<file path="src/rtl/core/tsfp_pkg.sv">
`timescale 1ns / 1ps
// ----------------------------------------------------------------------------
// tsfp_pkg
// Shared constants, types and helpers of the two-stage frequency protection.
// ----------------------------------------------------------------------------
package tsfp_pkg;

	localparam int unsigned FREQ_W  = 16;
	localparam int unsigned DLY_W   = 16;
	localparam int unsigned TMR_W   = 21;
	localparam int unsigned N_TMR   = 4;
	localparam int unsigned ADDR_W  = 5;
	localparam int unsigned RIDX_W  = 3;
	localparam int unsigned UNIT_MS = 20;
	localparam int unsigned MIN_MS  = 10;

	// timer indexes
	localparam int unsigned T_OV1 = 0;
	localparam int unsigned T_OV2 = 1;
	localparam int unsigned T_UN1 = 2;
	localparam int unsigned T_UN2 = 3;

	// register indexes
	localparam logic [RIDX_W-1:0] REG_OVER_THR_ONE   = 3'd0;
	localparam logic [RIDX_W-1:0] REG_OVER_THR_TWO   = 3'd1;
	localparam logic [RIDX_W-1:0] REG_UNDER_THR_ONE  = 3'd2;
	localparam logic [RIDX_W-1:0] REG_UNDER_THR_TWO  = 3'd3;
	localparam logic [RIDX_W-1:0] REG_OVER_DLY_ONE   = 3'd4;
	localparam logic [RIDX_W-1:0] REG_OVER_DLY_TWO   = 3'd5;
	localparam logic [RIDX_W-1:0] REG_UNDER_DLY_ONE  = 3'd6;
	localparam logic [RIDX_W-1:0] REG_UNDER_DLY_TWO  = 3'd7;

	// request kinds
	localparam logic KIND_SAMPLE = 1'b0;
	localparam logic KIND_TICK   = 1'b1;

	typedef struct packed {
		logic tick;
		logic start;
		logic stop;
	} tmr_ctl_t;

	typedef struct packed {
		logic [N_TMR-1:0] expired_mask;
		logic [N_TMR-1:0] running_mask;
		logic             trip;
		logic             fault;
	} result_t;

	function automatic logic [TMR_W-1:0] tmr_load(input logic [DLY_W-1:0] dly);
		logic [TMR_W-1:0] ms;
		ms = TMR_W'(dly) * TMR_W'(UNIT_MS);
		return (dly == '0) ? TMR_W'(MIN_MS) : ms;
	endfunction

endpackage

</file>
<file path="src/rtl/core/tsfp_timer.sv">
`timescale 1ns / 1ps
// ----------------------------------------------------------------------------
// tsfp_timer
// One-shot millisecond delay timer; a start is ignored while it runs.
// ----------------------------------------------------------------------------
module tsfp_timer (
	input  logic                          clk,
	input  logic                          arst_n,
	input  tsfp_pkg::tmr_ctl_t            ctl,
	input  logic                          flush,
	input  logic [tsfp_pkg::TMR_W-1:0]    load,
	output logic                          running,
	output logic                          running_nx,
	output logic                          expired
);
	import tsfp_pkg::*;

	logic [TMR_W-1:0] left_q;
	logic [TMR_W-1:0] left_dec;
	logic [TMR_W-1:0] left_nx;
	logic             run_q;

	always_comb begin
		left_dec   = left_q - TMR_W'(left_q != '0);
		expired    = ctl.tick && run_q && (left_dec == '0);
		running_nx = run_q;
		left_nx    = left_q;
		if (ctl.stop || flush) begin
			running_nx = 1'b0;
			left_nx    = '0;
		end else if (ctl.tick && run_q) begin
			left_nx = left_dec;
		end else if (ctl.start && !run_q) begin
			running_nx = 1'b1;
			left_nx    = load;
		end
	end

	always_ff @(posedge clk or negedge arst_n) begin
		if (!arst_n) begin
			run_q  <= 1'b0;
			left_q <= '0;
		end else begin
			run_q  <= running_nx;
			left_q <= left_nx;
		end
	end

	assign running = run_q;

`ifndef SYNTHESIS
	a_run_nonzero: assert property (@(posedge clk) disable iff (!arst_n)
		run_q |-> left_q != '0)
		else $error("running timer with zero count");
	a_stop_clears: assert property (@(posedge clk) disable iff (!arst_n)
		(ctl.stop || flush) |=> !run_q && left_q == '0)
		else $error("stopped timer not cleared");
	a_start_load: assert property (@(posedge clk) disable iff (!arst_n)
		(ctl.start && !run_q && !ctl.stop && !flush && !ctl.tick) |=> run_q)
		else $error("start on idle timer lost");
`endif

endmodule

</file>
<file path="src/rtl/core/two_stage_frequency_protection_top.sv">
`timescale 1ns / 1ps
// ----------------------------------------------------------------------------
// two_stage_frequency_protection_top
// Two-stage over/under-frequency trip with four one-shot delay timers.
// ----------------------------------------------------------------------------
// Each request is either a frequency sample (tuser 0, tdata in 0.01 Hz) or a
// 1 ms tick (tuser 1) and yields exactly one result. A request is registered,
// then evaluated combinationally against the thresholds and the four timers
// and written to the result register, so one request is taken every clock;
// only a stalled result register holds the input back. Thresholds and delays
// sit on the APB port at byte address 4*index; the user must write them only
// while no request is in flight, as the block itself does not enforce this.
module two_stage_frequency_protection_top (
	input  logic                          clk,
	input  logic                          arst_n,
	input  logic                          psel,
	input  logic                          penable,
	input  logic                          pwrite,
	input  logic [tsfp_pkg::ADDR_W-1:0]   paddr,
	input  logic [31:0]                   pwdata,
	output logic [31:0]                   prdata,
	output logic                          pready,
	input  logic                          s_axis_tvalid,
	output logic                          s_axis_tready,
	input  logic [15:0]                   s_axis_tdata,  // freq_centihz
	input  logic                          s_axis_tuser,  // kind
	output logic                          m_axis_tvalid,
	input  logic                          m_axis_tready,
	// fault, trip, running_mask[3:0], expired_mask[3:0], zero pad
	output logic [15:0]                   m_axis_tdata
);
	import tsfp_pkg::*;

	// configuration
	logic [FREQ_W-1:0] over_one_q, over_two_q, under_one_q, under_two_q;
	logic [DLY_W-1:0]  dly_q [N_TMR];
	logic [RIDX_W-1:0] ridx;
	logic              wr_en;

	// pipeline
	logic              vld_s1, vld_s2, adv;
	logic              kind_s1;
	logic [FREQ_W-1:0] freq_s1;
	result_t           res_s2, res_nx;

	// protection state
	logic              over_flag_q, under_flag_q, fault_q;
	logic              over_flag_nx, under_flag_nx;

	// sample evaluation
	logic              up_is_one, down_is_one, in_band;
	logic [FREQ_W-1:0] up, down, o_tf, u_tf;
	logic              over_act, under_act, o_set, o_clr, u_set, u_clr;
	logic              smp, tck, flush;
	logic [N_TMR-1:0]  start, stop, running, running_nx, expired;
	tmr_ctl_t          ctl [N_TMR];

	assign pready = 1'b1;
	assign ridx   = paddr[ADDR_W-1:2];
	assign wr_en  = psel && penable && pwrite && pready;

	always_ff @(posedge clk or negedge arst_n) begin
		if (!arst_n) begin
			over_one_q  <= '0;
			over_two_q  <= '0;
			under_one_q <= '0;
			under_two_q <= '0;
			for (int i = 0; i < N_TMR; i++) begin
				dly_q[i] <= '0;
			end
		end else if (wr_en) begin
			unique case (ridx)
				REG_OVER_THR_ONE:  over_one_q     <= pwdata[FREQ_W-1:0];
				REG_OVER_THR_TWO:  over_two_q     <= pwdata[FREQ_W-1:0];
				REG_UNDER_THR_ONE: under_one_q    <= pwdata[FREQ_W-1:0];
				REG_UNDER_THR_TWO: under_two_q    <= pwdata[FREQ_W-1:0];
				REG_OVER_DLY_ONE:  dly_q[T_OV1]   <= pwdata[DLY_W-1:0];
				REG_OVER_DLY_TWO:  dly_q[T_OV2]   <= pwdata[DLY_W-1:0];
				REG_UNDER_DLY_ONE: dly_q[T_UN1]   <= pwdata[DLY_W-1:0];
				REG_UNDER_DLY_TWO: dly_q[T_UN2]   <= pwdata[DLY_W-1:0];
				default: ;
			endcase
		end
	end

	always_comb begin
		unique case (ridx)
			REG_OVER_THR_ONE:  prdata = 32'(over_one_q);
			REG_OVER_THR_TWO:  prdata = 32'(over_two_q);
			REG_UNDER_THR_ONE: prdata = 32'(under_one_q);
			REG_UNDER_THR_TWO: prdata = 32'(under_two_q);
			REG_OVER_DLY_ONE:  prdata = 32'(dly_q[T_OV1]);
			REG_OVER_DLY_TWO:  prdata = 32'(dly_q[T_OV2]);
			REG_UNDER_DLY_ONE: prdata = 32'(dly_q[T_UN1]);
			REG_UNDER_DLY_TWO: prdata = 32'(dly_q[T_UN2]);
			default:           prdata = '0;
		endcase
	end

	// handshake
	assign adv           = vld_s1 && (!vld_s2 || m_axis_tready);
	assign s_axis_tready = !vld_s1 || adv;

	always_ff @(posedge clk or negedge arst_n) begin
		if (!arst_n) begin
			vld_s1 <= 1'b0;
			vld_s2 <= 1'b0;
		end else begin
			if (s_axis_tready) begin
				vld_s1 <= s_axis_tvalid;
			end
			if (adv) begin
				vld_s2 <= 1'b1;
			end else if (m_axis_tready) begin
				vld_s2 <= 1'b0;
			end
		end
	end

	always_ff @(posedge clk) begin
		if (s_axis_tready && s_axis_tvalid) begin
			kind_s1 <= s_axis_tuser;
			freq_s1 <= s_axis_tdata;
		end
		if (adv) begin
			res_s2 <= res_nx;
		end
	end

	// band and stage decisions
	always_comb begin
		smp = adv && (kind_s1 == KIND_SAMPLE);
		tck = adv && (kind_s1 == KIND_TICK);

		up_is_one   = !(over_one_q > over_two_q);
		up          = up_is_one ? over_one_q : over_two_q;
		o_tf        = up_is_one ? over_two_q : over_one_q;
		down_is_one = !(under_one_q < under_two_q);
		down        = down_is_one ? under_one_q : under_two_q;
		u_tf        = down_is_one ? under_two_q : under_one_q;

		in_band   = (freq_s1 >= down) && (freq_s1 <= up);
		over_act  = smp && !in_band && (freq_s1 > up);
		under_act = smp && !in_band && (freq_s1 < down);

		o_set = over_act && (freq_s1 > o_tf);
		o_clr = over_act && !o_set && over_flag_q;
		u_set = under_act && (freq_s1 < u_tf);
		u_clr = under_act && !u_set && under_flag_q;

		start = '0;
		stop  = '0;
		if (up_is_one) begin
			start[T_OV1] = over_act;
			start[T_OV2] = o_set;
			stop[T_OV2]  = o_clr;
		end else begin
			start[T_OV2] = over_act;
			start[T_OV1] = o_set;
			stop[T_OV1]  = o_clr;
		end
		if (down_is_one) begin
			start[T_UN1] = under_act;
			start[T_UN2] = u_set;
			stop[T_UN2]  = u_clr;
		end else begin
			start[T_UN2] = under_act;
			start[T_UN1] = u_set;
			stop[T_UN1]  = u_clr;
		end
		if (smp && in_band) begin
			stop = '1;
		end

		over_flag_nx  = o_set ? 1'b1 : (o_clr ? 1'b0 : over_flag_q);
		under_flag_nx = u_set ? 1'b1 : (u_clr ? 1'b0 : under_flag_q);
	end

	assign flush = |expired;

	for (genvar g = 0; g < N_TMR; g++) begin : g_tmr
		assign ctl[g] = '{tick: tck, start: start[g], stop: stop[g]};
		tsfp_timer u_tmr (
			.clk        (clk),
			.arst_n     (arst_n),
			.ctl        (ctl[g]),
			.flush      (flush),
			.load       (tmr_load(dly_q[g])),
			.running    (running[g]),
			.running_nx (running_nx[g]),
			.expired    (expired[g])
		);
	end

	always_ff @(posedge clk or negedge arst_n) begin
		if (!arst_n) begin
			over_flag_q  <= 1'b0;
			under_flag_q <= 1'b0;
			fault_q      <= 1'b0;
		end else begin
			over_flag_q  <= over_flag_nx;
			under_flag_q <= under_flag_nx;
			if (flush) begin
				fault_q <= 1'b1;
			end
		end
	end

	always_comb begin
		res_nx.fault        = fault_q || flush;
		res_nx.trip         = flush;
		res_nx.running_mask = running_nx;
		res_nx.expired_mask = expired;
	end

	assign m_axis_tvalid = vld_s2;
	assign m_axis_tdata  = 16'(res_s2);

`ifndef SYNTHESIS
	a_expiry_stops_all: assert property (@(posedge clk) disable iff (!arst_n)
		flush |=> running == '0)
		else $error("timers still running after expiry");
	a_fault_sticky: assert property (@(posedge clk) disable iff (!arst_n)
		fault_q |=> fault_q)
		else $error("fault latch cleared");
	a_sample_no_expiry: assert property (@(posedge clk) disable iff (!arst_n)
		smp |=> res_s2.expired_mask == '0 && !res_s2.trip)
		else $error("expiry reported on a sample");
	a_s1_held: assert property (@(posedge clk) disable iff (!arst_n)
		(vld_s1 && !adv) |=> vld_s1)
		else $error("pending request dropped");
`endif

endmodule

</file>
<file path="config.mk">
export PLATFORM = sky130hd
export DESIGN_NAME = two_stage_frequency_protection_top
export DESIGN_NICKNAME = d
export VERILOG_FILES = /design/src/rtl/core/tsfp_pkg.sv /design/src/rtl/core/tsfp_timer.sv /design/src/rtl/core/two_stage_frequency_protection_top.sv
export SDC_FILE = /design/constraint.sdc
export NUM_CORES = 1
export LEC_CHECK = 0
export ABC_AREA = 1
export BUFFER_PORTS_ARGS = -buffer_cell sky130_fd_sc_hd__buf_4
export CAP_MARGIN = 15
export CORE_MARGIN = 2
export CORE_UTILIZATION = 50
export DETAILED_ROUTE_END_ITERATION = 10
export GPL_TIMING_DRIVEN = 0
export PLACE_DENSITY = 0.75
export SYNTH_ARGS = -nofsm -noshare
export SYNTH_HDL_FRONTEND = slang
export SYNTH_SLANG_ARGS = --single-unit
</file>
<file path="constraint.sdc">
create_clock -name clk -period 11.5 [get_ports clk]
set_input_delay 2.3 -clock clk [delete_from_list [all_inputs] [get_ports clk]]
set_output_delay 2.3 -clock clk [all_outputs]
set_load 0.005 [all_outputs]
</file>
==> flow_summary_export.csv <==
group,metric,value,unit
route,vias_per_cell,5.803,
timing,hold_viol_final,0,
pwr,combPwrFrac,57.3,%
yosys,ys_seq_elements,248,
timing,grt_setup_unrepaired,"no",
floorplanning,width_of_the_chip,202.9,um
flow_run,drv.max_cap_violation_count,0,
cts,clk_transition_reported_paths,0.05,ns
timing,worst_pin_slew,1.105,ns
floorplanning,initial_cell_density_of_the_core,50.95,%
timing,summed_negative_setup_slack_over_all_endpoints,0,ns
setup_path,worstPathMaxFanout,9,
finish,nets,3091,
timing,report.final.setup_viol,0,
cts,number_of_buffers_between_clock_root_and_the_deepest_sink,3,
pwr,power.clock.fraction,17.4,%
worst_hold_path,whs_path_depth,1,
placement,hpwlAfterDp,51120,um
floorplanning,io_pins,112,
setup_path,timing.critical_path.to_type,"primary output",
route,drt-total-wl,64250,um
floorplanning,core_area,0.03883,sq mm
pwr,seq_power_share,25.3,%
global_routing,global_route_usage_over_all_layers,31.01,%
cts,cts.sinks,248,
setup_path,timing.critical_path.from_type,"input port",
setup_path,reg2reg_slack,5.56,ns
cts,post_cts_buffers,0,
finish,layout-drive-gt1-share,7.198,%
yosys,async_flop_share,89.11,%
timing,largest_clock_skew_in_the_final_design,0.03555,ns
worst_hold_path,timing.hold.worst_endpoint,"fault_q",
placement,port_buffers,69,
setup_path,worst_flop_to_flop_path_endpoint,"g_tmr[3].u_tmr.left_q[9]",
worst_hold_path,worstHoldPathType,"flip-flop to flip-flop",
timing,slew_violations,0,
global_routing,number_of_antenna_violations_at_the_first_check_in_global_routing,1,
yosys,post_synth_top_flop,"dfrtp_1",
cts,postCtsResizedCells,0,
cts,tritoncts_buffers,30,
finish,regArea,0.006341,sq mm
floorplanning,row_count,72,
route,drtAntennaViolNets,0,
yosys,netlist_instances,2688,
cts,cts-htree-levels,1,
placement,finalWeightedCongestion,1.013,
pwr,swShare,48.97,%
cts,cts_hold_buf,0,
pwr,power.total,5.736,mW
global_routing,first_global_vias,18410,
pwr,net-switching-power,2.809,mW
yosys,ys_seq_area_share,32.05,%
timing,achievable-frequency,138.8,MHz
yosys,synth.cell_area,0.01978,sq mm
cts,clockRootBuffer,"clkbuf_16",
route,detail_route.drc_violations,0,
yosys,yosys_warnings,0,
floorplanning,chipHeight,202.9,um
worst_hold_path,worst_hold_launch,"fault_q",
route,dr.pass1.iters,6,
finish,finalCoreUtilization,56.96,%
outcome,result_of_the_run,"complete, no violations",
pwr,power.static_leakage,10.80,nW
yosys,number_of_synthesized_flops_with_an_enable_pin,27,
route,initialDrtViolationCount,1891,
setup_path,timing.critical_path.required,9.20,ns
route,routed-via-count,19470,
yosys,avg_cell_area_syn,7.360,sq um
finish,syn2layout_area_growth,11.79,%
floorplanning,die_area,0.04117,sq mm
cts,clock_insertion_delay_worst_skew,0.61,ns
yosys,number_of_unique_standard_cell_types_used_by_synthesis,52,
pwr,power.ir.vdd_worst,164.2,uV
setup_path,worstPathArrival,4.91,ns
setup_path,setup.worst_path.class,"input port to primary output",
timing,worst_slew_margin_rel,25.74,%
finish,fillCellCount,3670,
global_routing,overflow,0,
setup_path,regToRegStartpoint,"over_two_q[3]",
finish,multi_input_comb_area,0.01174,sq mm
route,wire_per_inst,19.15,um
pwr,power-per-cell-area,259.3,mW/mm^2
timing,layout_min_cycle_time,7.207,ns
global_routing,grt_pass1_wl,100300,um
timing,fin_crit_sh,62.67,%
pwr,intPower,2.927,mW
setup_path,reg2regPathDepth,23,
cts,cts_tree,"done",
global_routing,grt_max_degree,83,
==> power by group through the flow <==
stage	clock network, mW	logic (mW)	registers [mW]
floorplan	0	2.43	1.35
global placement	0	3.13	1.44
detailed placement	0	3.21	1.45
CTS	1.01	3.24	1.44
global route	1.05	3.70	1.48
finish	0.999	3.29	1.45
==> critical path, stage by stage <==
cell      delay, ns
buf_4          0.11
clkinv_1       0.14
nor3_1         0.91
clkinv_1       0.59
o22ai_1        0.38
a21oi_1        0.07
o211ai_1       0.20
buf_4          0.18
==> metal layers <==
metal | vias to the layer above | GRT usage (%) | wire [um]
met5 | - | 1.190 | 80
li1 | 9354 | - | -
met4 | 4 | 9.776 | 2026
met1 | 9126 | 42.72 | 27980
met3 | 119 | 7.480 | 6330
met2 | 867 | 47.97 | 27840
==> worst max path at each step <==
stage                            end      from  slack (ns)  cells after the start
after CTS                 prdata[13]  paddr[3]        4.28                      8
final                     prdata[13]  paddr[3]        4.29                      8
after global routing      prdata[13]  paddr[3]        4.07                      8
after detailed placement  prdata[13]  paddr[3]        4.31                      8
after global placement    prdata[12]  paddr[3]        4.32                      8
after floorplan           prdata[10]  paddr[4]        5.49                      6
==> cell usage after synthesis, types with 23 or more instances <==
library cell	instances	area share (%)
ha_1	214	14
clkbuf_1	62	1.2
buf_4	23	0.87
a21oi_1	137	3.5
o22ai_1	74	2.3
nand3_1	120	3.0
xor2_1	72	3.2
dfrtp_1	221	28
nor2_1	164	3.1
inv_1	317	6.0
o21ai_0	257	6.5
nand4_1	102	3.2
nor3_1	53	1.3
edfxtp_1	27	4.1
nor4_1	26	0.82
xnor2_1	24	1.1
nand2_1	644	12
==> state kept, by name (all words and copies together) (netlist names), 4 cells and up <==
signal	cells
dly_q	64
g_tmr.u_tmr.running	4
under_one_q	16
over_two_q	16
under_two_q	16
freq_s1	16
over_one_q	16
g_tmr.u_tmr.left_q	84
m_axis_tdata	10
==> cell type report <==
cell class                      count  share of cell area (%)
Clock inverter                     10                  0.7411
Tap cell                          518                   2.931
Timing Repair Buffer               71                   2.625
Antenna cell                        3                 0.03394
Clock buffer                       44                   3.858
Multi-Input combinational cell   2029                   53.10
Sequential cell                   248                   28.67
Buffer                            105                   2.489
Inverter                          327                   5.550
==> through the flow <==
stage / setup WS [ns] / area [sq um] / hold WS [ns] / instances
2_1_floorplan: 5.495 / 19860 / 0.4310 / 2709
3_3_place_gp: 4.317 / 21030 / 0.4443 / 3296
3_5_place_dp: 4.311 / 21090 / 0.4540 / 3298
4_1_cts: 4.284 / 22110 / 0.4678 / 3352
5_1_grt: 4.071 / 22110 / 0.4934 / 3352
6_report: 4.293 / 22120 / 0.4691 / 3355
==> placed cells by master, fill, tap and decap left out, drive strengths merged, types with 2 or more instances in the layout <==
cell type and count:
bufinv 4, a211oi 4, nand4 102, xor2 72, ha 214, fa 4
nor4 27, diode 3, o21ai 260, clkinv 12, o211ai 16, nand3b 7
clkbuf 106, nor3b 2, nand3 121, o2111ai 7, o221ai 4, o22ai 74
nor2 180, edfxtp 27, nand2 651, or2 15, xnor2 24, o21a 4
buf 114, o221a 2, a21oi 137, dfrtp 221, conb 23, a221oi 16
nor3 56, inv 320
==> kinds of logic after synthesis <==
kind of cell             count (synthesis)  synth area share [%]
other                                    2               0.03796
AO/OA/AOI/OAI                          531                 14.91
XOR/XNOR                                96                 4.250
buffers and inverters                  432                 8.987
flip-flops                             248                 32.05
adder cells (fa/ha/maj)                218                 13.94
AND/OR/NAND/NOR                       1161                 25.83
Note: power is estimated with default switching activity, not from simulation.
